`src/hw/rtl/mbc1rbw_pkg.sv`:
```
// shared types and constants for the mbc1 rom bank write decoder
package mbc1rbw_pkg;

  localparam int unsigned AddrWidth  = 16;
  localparam int unsigned DataWidth  = 8;
  localparam int unsigned BankWidth  = 7;
  localparam int unsigned LowBits    = 5;
  localparam int unsigned UpperBits  = 2;
  localparam int unsigned RegionBits = 3;

  // address windows, picked by the top three address bits
  typedef enum logic [RegionBits-1:0] {
    RegionRamEnable = 3'b000,
    RegionRomBank   = 3'b001,
    RegionUpperBits = 3'b010,
    RegionMode      = 3'b011
  } region_e;

  localparam logic BankModeRom = 1'b0;

  typedef struct packed {
    logic                 filtered;
    logic                 switch_bank;
    logic [BankWidth-1:0] rom_bank;
  } result_t;

endpackage

```
`src/hw/rtl/mbc1rbw_if.sv`:
```
// valid/ready channels for cpu writes and decode results
interface mbc1rbw_req_if;
  import mbc1rbw_pkg::*;

  logic                 valid;
  logic                 ready;
  logic [AddrWidth-1:0] write_address;
  logic [DataWidth-1:0] write_byte;

  modport source (output valid, write_address, write_byte, input ready);
  modport sink   (input valid, write_address, write_byte, output ready);
endinterface

interface mbc1rbw_rsp_if;
  import mbc1rbw_pkg::*;

  logic                 valid;
  logic                 ready;
  logic                 filtered;
  logic                 switch_bank;
  logic [BankWidth-1:0] rom_bank;

  modport source (output valid, filtered, switch_bank, rom_bank, input ready);
  modport sink   (input valid, filtered, switch_bank, rom_bank, output ready);
endinterface

```
`src/hw/rtl/mbc1rbw_decode.sv`:
```
// address decode, bank number forming and controller state
module mbc1rbw_decode (
  input  logic                              clk_i,
  input  logic                              rst_ni,
  input  logic                              commit_i,
  input  logic [mbc1rbw_pkg::AddrWidth-1:0] write_address_i,
  input  logic [mbc1rbw_pkg::DataWidth-1:0] write_byte_i,
  output mbc1rbw_pkg::result_t              result_o
);
  import mbc1rbw_pkg::*;

  logic [UpperBits-1:0]  upper_q, upper_d;
  logic                  mode_q, mode_d;
  logic [LowBits-1:0]    low_bits;
  logic [UpperBits-1:0]  high_bits;
  logic [RegionBits-1:0] region;

  assign region    = write_address_i[AddrWidth-1 -: RegionBits];
  assign low_bits  = write_byte_i[LowBits-1:0];
  assign high_bits = (mode_q == BankModeRom) ? upper_q : '0;

  always_comb begin
    upper_d  = upper_q;
    mode_d   = mode_q;
    result_o = '0;
    case (region)
      RegionRamEnable: begin
        result_o.filtered = 1'b1;
      end
      RegionRomBank: begin
        result_o.filtered    = 1'b1;
        result_o.switch_bank = 1'b1;
        // bank with zero low bits maps to the next bank up
        result_o.rom_bank    = {high_bits,
                                (low_bits == '0) ? LowBits'(1) : low_bits};
      end
      RegionUpperBits: begin
        result_o.filtered = 1'b1;
        upper_d           = write_byte_i[UpperBits-1:0];
      end
      RegionMode: begin
        result_o.filtered = 1'b1;
        mode_d            = write_byte_i[0];
      end
      default: begin
        result_o = '0;
      end
    endcase
  end

  always_ff @(posedge clk_i or negedge rst_ni) begin
    if (!rst_ni) begin
      upper_q <= '0;
      mode_q  <= BankModeRom;
    end else if (commit_i) begin
      upper_q <= upper_d;
      mode_q  <= mode_d;
    end
  end

endmodule

```
`src/hw/rtl/mbc1_rom_bank_write.sv`:
```
// top level of the mbc1 rom bank write decoder
// Decodes cpu bus writes the way an mbc1 cartridge controller does: each
// write transaction yields exactly one result transaction telling whether
// the controller consumed the write and, for writes to 0x2000-0x3fff, the
// rom bank to switch to. Writes to 0x4000-0x5fff and 0x6000-0x7fff update
// the upper bank bits and the banking mode, which affect later bank writes.
// One transaction is accepted every cycle while ready is high; a write goes
// into the input register when it is accepted and moves on into the result
// register once that register is free, where its result is offered. While a
// finished result waits to be taken the input register still takes one more
// write, then ready drops until the result leaves.
module mbc1_rom_bank_write (
  input  logic  clk_i,
  input  logic  rst_ni,
  mbc1rbw_req_if.sink   req_i,
  mbc1rbw_rsp_if.source rsp_o
);
  import mbc1rbw_pkg::*;

  logic                 in_valid_q;
  logic [AddrWidth-1:0] in_addr_q;
  logic [DataWidth-1:0] in_byte_q;
  logic                 out_valid_q;
  result_t              out_result_q;
  result_t              result;
  logic                 out_free;
  logic                 advance;

  assign out_free    = !out_valid_q || rsp_o.ready;
  assign advance     = in_valid_q && out_free;
  assign req_i.ready = !in_valid_q || advance;

  mbc1rbw_decode u_decode (
    .clk_i           (clk_i),
    .rst_ni          (rst_ni),
    .commit_i        (advance),
    .write_address_i (in_addr_q),
    .write_byte_i    (in_byte_q),
    .result_o        (result)
  );

  always_ff @(posedge clk_i or negedge rst_ni) begin
    if (!rst_ni) begin
      in_valid_q  <= 1'b0;
      out_valid_q <= 1'b0;
    end else begin
      if (req_i.ready) begin
        in_valid_q <= req_i.valid;
      end
      if (out_free) begin
        out_valid_q <= advance;
      end
    end
  end

  always_ff @(posedge clk_i) begin
    if (req_i.valid && req_i.ready) begin
      in_addr_q <= req_i.write_address;
      in_byte_q <= req_i.write_byte;
    end
    if (advance) begin
      out_result_q <= result;
    end
  end

  assign rsp_o.valid       = out_valid_q;
  assign rsp_o.filtered    = out_result_q.filtered;
  assign rsp_o.switch_bank = out_result_q.switch_bank;
  assign rsp_o.rom_bank    = out_result_q.rom_bank;

endmodule
```
`src/flat_wrapper.sv`:
```
// flat-port wrapper written by rule: the top's interface ports become plain ports
module mbc1_rom_bank_write_flat import mbc1rbw_pkg::*;
  (clk_i, rst_ni, req_i_valid, req_i_write_address, req_i_write_byte, req_i_ready, rsp_o_valid, rsp_o_filtered, rsp_o_switch_bank, rsp_o_rom_bank, rsp_o_ready);
  mbc1rbw_req_if req_i_i ();
  mbc1rbw_rsp_if rsp_o_i ();
  input  logic clk_i;
  input  logic rst_ni;
  input wire logic [$bits(req_i_i.valid)-1:0] req_i_valid;
  input wire logic [$bits(req_i_i.write_address)-1:0] req_i_write_address;
  input wire logic [$bits(req_i_i.write_byte)-1:0] req_i_write_byte;
  output wire logic [$bits(req_i_i.ready)-1:0] req_i_ready;
  output wire logic [$bits(rsp_o_i.valid)-1:0] rsp_o_valid;
  output wire logic [$bits(rsp_o_i.filtered)-1:0] rsp_o_filtered;
  output wire logic [$bits(rsp_o_i.switch_bank)-1:0] rsp_o_switch_bank;
  output wire logic [$bits(rsp_o_i.rom_bank)-1:0] rsp_o_rom_bank;
  input wire logic [$bits(rsp_o_i.ready)-1:0] rsp_o_ready;
  assign req_i_i.valid = req_i_valid;
  assign req_i_i.write_address = req_i_write_address;
  assign req_i_i.write_byte = req_i_write_byte;
  assign req_i_ready = req_i_i.ready;
  assign rsp_o_valid = rsp_o_i.valid;
  assign rsp_o_filtered = rsp_o_i.filtered;
  assign rsp_o_switch_bank = rsp_o_i.switch_bank;
  assign rsp_o_rom_bank = rsp_o_i.rom_bank;
  assign rsp_o_i.ready = rsp_o_ready;
  mbc1_rom_bank_write u_core (.clk_i(clk_i), .rst_ni(rst_ni), .req_i(req_i_i), .rsp_o(rsp_o_i));
endmodule
```
`config.mk`:
```
export PLATFORM = sky130hd
export DESIGN_NAME = mbc1_rom_bank_write_flat
export DESIGN_NICKNAME = d
export VERILOG_FILES = /design/src/hw/rtl/mbc1rbw_pkg.sv /design/src/hw/rtl/mbc1rbw_if.sv /design/src/hw/rtl/mbc1rbw_decode.sv /design/src/hw/rtl/mbc1_rom_bank_write.sv /design/src/flat_wrapper.sv
export SDC_FILE = /design/constraint.sdc
export NUM_CORES = 1
export LEC_CHECK = 0
export BUFFER_PORTS_ARGS = -buffer_cell sky130_fd_sc_hd__buf_2
export CORE_AREA = 2 2 46 56
export DETAILED_ROUTE_END_ITERATION = 7
export DIE_AREA = 0 0 48 58
export GPL_TIMING_DRIVEN = 0
export HOLD_SLACK_MARGIN = 0.12
export PLACE_DENSITY = 0.76
export SYNTH_ARGS = -nofsm -noshare
export SYNTH_HDL_FRONTEND = slang
export SYNTH_SLANG_ARGS = --single-unit
```
`constraint.sdc`:
```
create_clock -name clk_i -period 1.4 [get_ports clk_i]
set_clock_uncertainty 0.2 [all_clocks]
set_input_delay 0.28 -clock clk_i [delete_from_list [all_inputs] [get_ports clk_i]]
set_output_delay 0.28 -clock clk_i [all_outputs]
set_load 0.02 [all_outputs]
```
Word-level counts from Yosys, hierarchy flattened
Cells that the tools add are included.
{"block": "classes", "n_reduce_logical": 13, "eq_ne": 3, "bitwise_logic": 1, "mux": 4}
{"op": "8-bit 2-to-1 mux", "count": 1}
{"op": "3-bit by 2-bit == test with 1-bit output, second input constant", "count": 2}
{"op": "5-bit zero test", "count": 1}
{"op": "5-bit 2-to-1 mux", "count": 1}
{"op": "2-bit AND reduction", "count": 2}
{"op": "2-bit OR reduction", "count": 2}
{"op": "4-bit OR reduction", "count": 1}
{"op": "3-bit by 1-bit == test with 1-bit output, second input constant", "count": 1}
{"op": "3-bit zero test", "count": 1}
{"op": "1-bit logical AND", "count": 2}
{"op": "1-bit zero test", "count": 2}
{"op": "1-bit logical OR", "count": 2}
{"op": "2-bit 2-to-1 mux", "count": 1}
{"op": "1-bit 2-to-1 mux", "count": 1}
{"op": "1-bit NOT", "count": 1}
{"block": "totals", "elab_cells": 32, "register_bits": 35, "in_bits": 28, "out_inout_bits": 11}

Logic depth before layout (Yosys ltp)
Gate-level depths: netlist of the first run.
{"block": "depth", "ltp_word": 5, "depth_mapped": 4, "depth_no_buf": 3}

Cells and area by module
A second synthesis of the first run with hierarchy kept.
{"block": "hier_totals", "cells_unflattened": 59, "hier_area_um2": 1305.0}
{"mod": "mbc1_rom_bank_write", "area_per_inst_um2": 1094.8, "cells_each": 41, "seq_area_each_um2": 1041.0, "instances": 1}
{"mod": "mbc1rbw_decode", "area_per_inst_um2": 210.2, "cells_each": 18, "seq_area_each_um2": 75.1, "instances": 1}

Worst setup path after synthesis of the first run
OpenSTA, ideal clock, no wires.
{"block": "synth_timing", "kind": "register to register", "from": "register u_core.out_valid_q, in the netlist u_core.rsp_o.valid", "to": "register u_core.in_addr_q[13], enable pin", "stages_incl_launch_ff": 3, "arrival_time_ns": 1.047, "period_less_slack_ns": 1.579, "setup_slack_ns": -0.179, "cell_sequence": "dfrtp_1 -> nand3b_1 -> and2_1"}
{"block": "synth_between", "elab_chain_cells": 5}
{"item": "start: declaration", "line": "mbc1_rom_bank_write.sv:23", "text": "logic out_valid_q;"}
{"item": "start signal: assignment", "line": "mbc1_rom_bank_write.sv:51", "text": "out_valid_q <= advance;"}
{"item": "1-bit zero test", "line": "mbc1_rom_bank_write.sv:29", "text": "assign out_free = !out_valid_q || rsp_o.ready;"}
{"item": "1-bit logical OR", "line": "mbc1_rom_bank_write.sv:29"}
{"item": "1-bit logical AND", "line": "mbc1_rom_bank_write.sv:30", "text": "assign advance = in_valid_q && out_free;"}
{"item": "1-bit logical OR", "line": "mbc1_rom_bank_write.sv:31", "text": "assign req_i.ready = !in_valid_q || advance;"}
{"item": "net req_i_ready", "line": "flat_wrapper.sv:11", "text": "output wire logic [$bits(req_i_i.ready)-1:0] req_i_ready;"}
{"item": "1-bit logical AND", "line": "mbc1_rom_bank_write.sv:57", "text": "if (req_i.valid && req_i.ready) begin"}
{"item": "end signal: assignment", "line": "mbc1_rom_bank_write.sv:58", "text": "in_addr_q <= req_i.write_address;"}
{"item": "end: declaration", "line": "mbc1_rom_bank_write.sv:21", "text": "logic [AddrWidth-1:0] in_addr_q;"}
The timed path passes the listed nets, and every way through them passes these cells.
A chain may end at the register's enable or synchronous reset.

Worst setup path in the final report of the first run
{"block": "layout_timing", "from": "register u_core.out_valid_q, in the netlist u_core.rsp_o.valid", "to": "output port req_i_ready"}
{"block": "layout_between", "elab_chain_cells": 4}
{"item": "1-bit zero test", "line": "mbc1_rom_bank_write.sv:29"}
{"item": "1-bit logical OR", "line": "mbc1_rom_bank_write.sv:29"}
{"item": "1-bit logical AND", "line": "mbc1_rom_bank_write.sv:30"}
{"item": "1-bit logical OR", "line": "mbc1_rom_bank_write.sv:31"}
{"item": "end: declaration", "line": "flat_wrapper.sv:11"}
Every way passes these cells.

==> flow_summary.json, run 1 <==
{
  "grt_util_all_layers": 0.109,
  "endpoint": "req_i_ready",
  "layout.nets": 114,
  "synth-seq-cells": 22,
  "setup_tns_ns": -0.144,
  "worst_slew_pin_slew_ns": 0.246,
  "numPortBuffers": 22,
  "crit_type": "reg2out",
  "yosysWarnings": 0,
  "min_path_type": "in2reg",
  "max_clock_freq_ghz": 0.671,
  "slew_viol_final": 0,
  "crit_slowest_cell": "dfrtp_2",
  "worstSetupEndpointType": "output pin",
  "worstPathArrival_ns": 1.01,
  "worst_hold_slack_ns": 0.0886,
  "start_kind": "register",
  "synth_cells": 46,
  "irDropWorstVdd_uv": 741,
  "violations": "negative setup slack",
  "vias_per_cell": 4.29,
  "setup_viol": 4,
  "fin_crit_sh": 1.06,
  "avgSynthCellArea_um2": 18.0,
  "die_h_um": 58,
  "clockRootBuffer": "clkbuf_4",
  "cts_hold_buf": 11,
  "p_total_mw": 1.48,
  "outcome": "finished with violations",
  "drc": 0,
  "seq_area_frac_synth": 0.767,
  "path_cells": "nand3b_1 -> buf_6",
  "power_density_nw_per_um2": 1240,
  "fin_crit_ns": 1.49,
  "grt_overflow_total": 0,
  "r2r_setup_slack_ns": -0.03,
  "hpwl_um": 858,
  "mostFrequentLayoutCells": "buf_2 (21), edfxtp_1 (17), dlygate4sd3_1 (11), and2_4 (6), dfrtp_1 (4)",
  "slowest_delay_ns": 0.43,
  "r2r_cells": 3,
  "syn_area_um2": 828,
  "grt_pass1_vias": 471,
  "drt_wl_total_um": 1240,
  "ys_types": 18,
  "wl_per_cell_um": 10.7,
  "cp_max_fo": 3,
  "syn_nets": 74,
  "rr_startpoint": "u_core.in_addr_q[13]",
  "final_util": 0.530,
  "htreeDepth": 1,
  "rr_endpoint": "u_core.rsp_o.rom_bank[5]",
  "drt_iter0_markers": 5,
  "die_area_um2": 2780,
  "antenna_found_initial": 0,
  "path_clk_slew_ns": 0.11,
  "power.leakage_nw": 0.509,
  "rsz0062_at_grt": "yes",
  "grt_pass1_wl_um": 2030,
  "grt_start_max_net_pins": 14,
  "hold_viol_final": 0,
  "routabilityCongestion": 0.693,
  "ant_nets": 0,
  "area.growth.synth_to_final_pct": 44.4,
  "io_pins": 39,
  "post-place-ws_ns": -0.0414,
  "start_util": 0.367,
  "cts_tree": "built",
  "vias": 498,
  "crit_start": "u_core.rsp_o.valid",
  "drive_gt1_frac": 0.506,
  "core_area_um2": 2260,
  "cts_made_buffers": 3,
  "drt-pass1-iter-count": 2,
  "max-clock-path-buffers": 2,
  "maxCapViolCount": 0,
  "slew_headroom": 0.836,
  "insertion_delay_ns": 0.30,
  "die_width_um": 48,
  "final_common_cell": "buf_2",
  "setup_slack_ns": -0.0895,
  "num_rows": 19,
  "antenna_cells": 0,
  "clkSinkCount": 22,
  "required_ns": 0.92
}
[where the power goes]
part           leakage (nW)  switching (mW)  internal [mW]
clock                0.0279           0.184          0.289
combinational         0.257          0.0896          0.111
sequential            0.224          0.0322          0.776
total                 0.509           0.306           1.18
[kinds of logic (layout without fill, tap and decap cells)]
family	Yosys count	in the layout	synth area share
multiplexers	3	3	0.0498
AND/OR/NAND/NOR	18	18	0.156
buffers and inverters	2	41	0.0181
flip-flops	22	22	0.767
AO/OA/AOI/OAI	1	1	0.00907
[routing by layer]
layer / GRT usage / share of wire / vias to the layer above
met5: 0 / 0 / -
met2: 0.183 / 0.56 / 19
met4: 0.0579 / 0.019 / 0
met1: 0.114 / 0.37 / 231
met3: 0.0374 / 0.052 / 4
li1: - / - / 244
[worst min-delay path by stage]
stage	start	to	slack (ns)	cells past startpoint
5_1_grt	rsp_o_ready	u_core.rsp_o.valid	0.09	3
4_1_cts	rsp_o_ready	u_core.rsp_o.valid	0.09	3
6_report	rsp_o_ready	u_core.rsp_o.valid	0.09	3
3_5_place_dp	rst_ni	u_core.u_decode.upper_q[1]	-0.1	1
2_1_floorplan	rst_ni	u_core.in_valid_q	-0.22	0
3_3_place_gp	rst_ni	u_core.u_decode.upper_q[1]	-0.10	1
[Yosys cell counts (all sizes together)]
cell type / number / area, um2
buf: 1 / 11.3
dfrtp: 5 / 125
mux2: 3 / 41.3
o21a: 1 / 7.51
and3b: 2 / 17.5
edfxtp: 17 / 510
nor2: 1 / 3.75
nor2b: 1 / 8.76
and2b: 1 / 7.51
and2: 6 / 37.5
nand2b: 3 / 21.3
nand3b: 1 / 7.51
inv: 1 / 3.75
nand4: 2 / 18.8
nor4: 1 / 6.26
[final cells by class]
type	count	area, um2
multi-input cells	22	215
repair buffers	36	249
clock inverters	1	30.0
well taps	31	38.8
clock buffers	3	22.5
flip-flops and latches	22	637
fillers	184	1060
inverters	1	3.75
[registers in the layout, indices dropped and copies added, names as in the netlist]
register,flops
u_core.rsp_o.rom_bank,7
u_core.in_byte_q,5
u_core.in_addr_q,3
u_core.u_decode.upper_q,2
u_core.in_valid_q,1
u_core.rsp_o.filtered,1
u_core.rsp_o.switch_bank,1
u_core.rsp_o.valid,1
u_core.u_decode.mode_q,1
[timing repair]
action / in CTS / in global routing
endpoints found under the setup margin: 16 / 19
hold endpoints to repair: 15 / 1
pin swaps: 3 / 6
resized for setup: 6 / 7
setup buffers: 2 / 2
[per-stage QoR]
stage / instance area [um2] / cells
detailed placement: 981 / 99
global placement: 981 / 99
CTS: 1160 / 115
global route: 1200 / 116
floorplan: 832 / 46
finish: 1200 / 116
[worst max-delay path, delay by kind of cell (launching register included)]
| family | cells | cell delay, ns |
|---|---|---|
| flip-flops | 1 | 0.43 |
| buffers and inverters | 1 | 0.14 |
| AND/OR/NAND/NOR | 1 | 0.14 |
No activity file was read; power rests on OpenSTA's default activity.
==> inputs of run 2 (changes only) <==
- ABC_AREA: default -> 1
- ABC_CLOCK_PERIOD_IN_PS: default -> 1400
- CORE_AREA: 2 2 46 56 -> 2 2 45 56
- DIE_AREA: 0 0 48 58 -> 0 0 47 58
- PLACE_DENSITY: 0.76 -> 0.79
==> flow_summary.json, run 2 <==
{
  "outcome": "finished with violations",
  "fin_crit_ns": 1.43,
  "crit_slowest_cell": "dfrtp_2",
  "layout.nets": 140,
  "antenna_cells": 0,
  "drt_iter0_markers": 7,
  "hold_viol_final": 0,
  "hpwl_um": 936,
  "numPortBuffers": 22,
  "start_util": 0.386,
  "required_ns": 0.92,
  "drc": 0,
  "grt_util_all_layers": 0.105,
  "yosysTopAreaCell": "edfxtp_1",
  "yosysWarnings": 0,
  "fin_crit_sh": 1.02,
  "drt-pass1-iter-count": 4,
  "rr_startpoint": "u_core.rsp_o.valid",
  "synthTopCellsByArea": "edfxtp_1 (60%), dfrtp_1 (15%), nand2_1 (6.7%), inv_1 (5.8%), nor2_1 (4.4%)",
  "area.growth.synth_to_final_pct": 41.8,
  "syn_nets": 98,
  "crit_type": "reg2out",
  "cts_made_buffers": 3,
  "worst_slew_pin_slew_ns": 0.231,
  "worstHoldEndpoint": "u_core.in_valid_q",
  "critical_path.top_delay_family": "flip-flops",
  "r2r_setup_slack_ns": 0.05,
  "irDropWorstVdd_uv": 645,
  "seq_area_frac_synth": 0.753,
  "clkSinkCount": 22,
  "fillers": 206,
  "clockRootBuffer": "clkbuf_4",
  "cts_tree": "built",
  "rr_endpoint": "u_core.rsp_o.switch_bank",
  "slew_viol_final": 0,
  "insertion_delay_ns": 0.31,
  "vias": 595,
  "yosysMostFrequentCell": "edfxtp_1",
  "routabilityCongestion": 0.727,
  "die_h_um": 58,
  "core_area_um2": 2190,
  "synth_cells": 70,
  "grt_pass1_vias": 554,
  "path_buf_inv": 1,
  "maxCapViolCount": 0,
  "final_common_cell": "buf_2",
  "min_path_type": "in2reg",
  "antenna_found_initial": 0,
  "rsz0062_at_grt": "yes",
  "ys_types": 11,
  "die_width_um": 47,
  "power_density_nw_per_um2": 1190,
  "largest_reg_flops": 7,
  "hp-start": "rsp_o_ready",
  "setup_viol": 1,
  "worstSetupEndpointType": "output pin",
  "syn_area_um2": 845,
  "avgSynthCellArea_um2": 12.1,
  "htreeDepth": 1,
  "synth_top_area_frac": 0.604,
  "path_cells": "nand3_2 -> buf_6",
  "drt_wl_total_um": 1310,
  "mostFrequentLayoutCells": "buf_2 (21), edfxtp_1 (17), nand2_1 (15), inv_1 (12), dlygate4sd3_1 (12)",
  "max_clock_freq_ghz": 0.699,
  "worstPathArrival_ns": 0.95,
  "r2r_cells": 3,
  "drive_gt1_frac": 0.315,
  "num_rows": 19,
  "ys.flop_type": "edfxtp_1",
  "post-place-ws_ns": 0.00744,
  "ant_nets": 0,
  "synth-seq-cells": 22,
  "slew_headroom": 0.845,
  "die_area_um2": 2730,
  "grt_overflow_total": 0,
  "start_kind": "register",
  "power.leakage_nw": 0.553,
  "max-clock-path-buffers": 2,
  "setup_slack_ns": -0.0310,
  "holdPathStages": 5,
  "vias_per_cell": 4.19,
  "path_clk_slew_ns": 0.12,
  "synth_edf_count": 17,
  "async_reset_ff_frac": 0.227,
  "grt_start_max_net_pins": 15,
  "io_pins": 39,
  "wl_per_cell_um": 9.23,
  "synthTopCellsByCount": "edfxtp_1 (17), nand2_1 (15), inv_1 (13)",
  "worst_hold_slack_ns": 0.183,
  "violations": "negative setup slack",
  "slowest_delay_ns": 0.44,
  "cp_max_fo": 3,
  "grt_pass1_wl_um": 2040
}
run 2: worst max path at each step:
stage / startpoint / to / slack, ns / cells after the start
after floorplan: u_core.rsp_o.valid / u_core.in_addr_q[13] / 0.0002 / 3
after global placement: u_core.rsp_o.valid / u_core.u_decode.upper_q[1] / 0.05 / 4
after detailed placement: u_core.rsp_o.valid / u_core.u_decode.upper_q[1] / 0.007 / 4
after CTS: u_core.rsp_o.valid / req_i_ready / -0.07 / 2
after global routing: u_core.rsp_o.valid / req_i_ready / -0.07 / 2
final: u_core.rsp_o.valid / req_i_ready / -0.03 / 2
run 2: cell families (layout without fill, tap and decap cells):
kind of cell,Yosys count,after routing,share of synthesized area
buffers and inverters,14,55,0.0622
and+or+nand+nor,32,32,0.160
AOI/OAI and AO/OA,2,2,0.0252
DFF,22,22,0.753
run 2: stage by stage:
step	utilization	power (mW)	TNS (ns)	std cells	instance area [um2]
2_1_floorplan	-	0.974	0	70	850
3_3_place_gp	0.457	1.03	0	123	998
3_5_place_dp	0.457	1.05	0	123	998
4_1_cts	0.535	1.42	-0.106	140	1170
5_1_grt	0.547	1.49	-0.127	142	1200
6_report	0.547	1.43	-0.0310	142	1200
run 2: per-layer routing:
metal,track usage,part of all wire,vias to the layer above
li1,-,-,302
met1,0.115,0.41,275
met2,0.182,0.54,16
met3,0.00935,0.026,2
met4,0.0714,0.019,0
met5,0,0,-
run 2: repair_timing:
action	in CTS	in global routing
hold endpoints to repair	15	0
pin swaps	1	2
buffers inserted	1	2
endpoints found under the setup margin	4	22
hold buffers	12	0
resized for setup	3	0
run 2: tightest hold or removal path: cells and delay by family:
family	cells	cell delay (ns)
buffers and inverters	3	0.26
and+or+nand+nor	2	0.13
run 2: where the power goes:
part           switching, mW  internal (mW)  total (mW)
combinational          0.140          0.112       0.252
clock                  0.185          0.159       0.344
sequential            0.0369          0.795       0.832
total                  0.363           1.07        1.43
run 2: area by class of cell:
cell class              instances  area (um2)  area share
well taps                      31        38.8      0.0324
repair buffers                 37         272       0.227
clock buffers                   4        36.3      0.0303
multi-input cells              34         161       0.135
flip-flops and latches         22         637       0.532
inverters                      14        52.6      0.0439
==> inputs of run 3 (changes only) <==
- RECOVER_POWER: default -> 100
==> flow_summary.json, run 3 (synthesis results as in run 2) <==
{
  "outcome": "finished with violations",
  "violations": "negative setup slack",
  "drt_iter0_markers": 12,
  "crit_type": "reg2out",
  "wl_per_cell_um": 9.20,
  "setup_slack_ns": -0.0293,
  "slew_headroom": 0.846,
  "clkSinkCount": 22,
  "max-clock-path-buffers": 2,
  "htreeDepth": 1,
  "layout.nets": 140,
  "drt-pass1-iter-count": 4,
  "min_path_type": "in2reg",
  "start_kind": "register",
  "hp-start": "rsp_o_ready",
  "insertion_delay_ns": 0.30,
  "required_ns": 0.92,
  "worst_slew_pin_slew_ns": 0.231,
  "cts_tree": "built",
  "mostFrequentLayoutCells": "buf_2 (21), edfxtp_1 (17), nand2_1 (15), inv_1 (13), dlygate4sd3_1 (12)",
  "grt_pass1_vias": 554,
  "vias_per_cell": 4.22,
  "cts_made_buffers": 3,
  "grt_start_max_net_pins": 15,
  "grt_overflow_total": 0,
  "start_util": 0.386,
  "worstHoldEndpoint": "u_core.in_valid_q",
  "clockRootBuffer": "clkbuf_4",
  "grt_util_all_layers": 0.105,
  "rr_endpoint": "u_core.u_decode.upper_q[0]",
  "area.growth.synth_to_final_pct": 41.2,
  "seq_area_um2": 637,
  "die_area_um2": 2730,
  "largest_reg_flops": 7,
  "power.leakage_nw": 0.553,
  "path_clk_slew_ns": 0.11,
  "die_h_um": 58,
  "power_density_nw_per_um2": 1200,
  "final_util": 0.545,
  "crit_slowest_cell": "dfrtp_2",
  "slowest_delay_ns": 0.44,
  "vias": 599,
  "hpwl_um": 936,
  "slew_viol_final": 0,
  "drive_gt1_frac": 0.297,
  "numPortBuffers": 22,
  "routabilityCongestion": 0.727,
  "holdPathStages": 5,
  "drc": 0,
  "dp.cells": 123,
  "hold_viol_final": 0,
  "drt_wl_total_um": 1310,
  "antenna_found_initial": 0,
  "fin_crit_sh": 1.02,
  "worstSetupEndpointType": "output pin",
  "worst_hold_slack_ns": 0.185,
  "grt_pass1_wl_um": 2040,
  "num_rows": 19,
  "r2r_cells": 6,
  "antenna_cells": 0,
  "setup_viol": 1,
  "fillers": 207,
  "r2r_setup_slack_ns": 0.05,
  "die_width_um": 47,
  "worstPathArrival_ns": 0.95,
  "core_area_um2": 2190,
  "max_clock_freq_ghz": 0.700,
  "rsz0062_at_grt": "yes",
  "io_pins": 39,
  "ant_nets": 0,
  "finalNonFillerCells": 142,
  "path_cells": "nand3_2 -> buf_6",
  "rr_startpoint": "u_core.rsp_o.valid",
  "multi_input_comb_area_um2": 156,
  "maxCapViolCount": 0,
  "fin_crit_ns": 1.43,
  "cp_max_fo": 3,
  "irDropWorstVdd_uv": 649,
  "final_common_cell": "buf_2"
}
run 3: cell count changes in the layout (fill, tap and decap cells not counted):
cell     delta
inv_1       +1
nand3_2     -1
nand3_1     +1
inv_2       -1
run 3: power breakdown:
group          internal, mW  switching (mW)  total [mW]
logic                 0.112           0.140       0.251
clock network         0.159           0.185       0.344
registers             0.795          0.0364       0.831
total                  1.07           0.361        1.43
run 3: area by class of cell:
| type | count | share of cell area |
|---|---|---|
| Tap cell | 31 | 0.0325 |
| Clock buffer | 4 | 0.0304 |
| Sequential cell | 22 | 0.534 |
| Multi-Input combinational cell | 34 | 0.131 |
| Timing Repair Buffer | 37 | 0.228 |
| Inverter | 14 | 0.0441 |
run 3: timing repair:
action                                 CTS  global route
buffers inserted                         1             2
endpoints found under the hold margin   15             0
gates resized for setup                  3             0
setup endpoints to repair                4            22
hold buffers                            12             0
pin swaps                                1             2
run 3: routing by layer:
layer | global-route usage | share of wire | up-vias
met2 | 0.182 | 0.55 | 16
met3 | 0.00935 | 0.026 | 2
met4 | 0.0714 | 0.019 | 0
li1 | - | - | 302
met1 | 0.115 | 0.41 | 279
met5 | 0 | 0 | -
run 3: worst max path at each step:
stage	from	slack, ns	endpoint
floorplan	u_core.rsp_o.valid	0.0002	u_core.in_addr_q[13]
global placement	u_core.rsp_o.valid	0.05	u_core.u_decode.upper_q[1]
detailed placement	u_core.rsp_o.valid	0.007	u_core.u_decode.upper_q[1]
CTS	u_core.rsp_o.valid	-0.07	req_i_ready
global route	u_core.rsp_o.valid	-0.07	req_i_ready
finish	u_core.rsp_o.valid	-0.03	req_i_ready
run 3: critical path, delay by kind of cell, from the launching register on:
kind / cells / cell delay [ns]
flip-flops: 1 / 0.44
buffers and inverters: 1 / 0.12
AND/OR/NAND/NOR: 1 / 0.09
run 3: per-stage QoR:
stage               setup TNS (ns)  power, mW  setup WS [ns]  instance area [um2]
floorplan                        0      0.974       0.000193                  850
global placement                 0       1.03         0.0474                  998
detailed placement               0       1.05        0.00744                  998
CTS                         -0.106       1.42        -0.0748                 1170
global route                -0.195       1.49        -0.0725                 1190
finish                     -0.0293       1.43        -0.0293                 1190
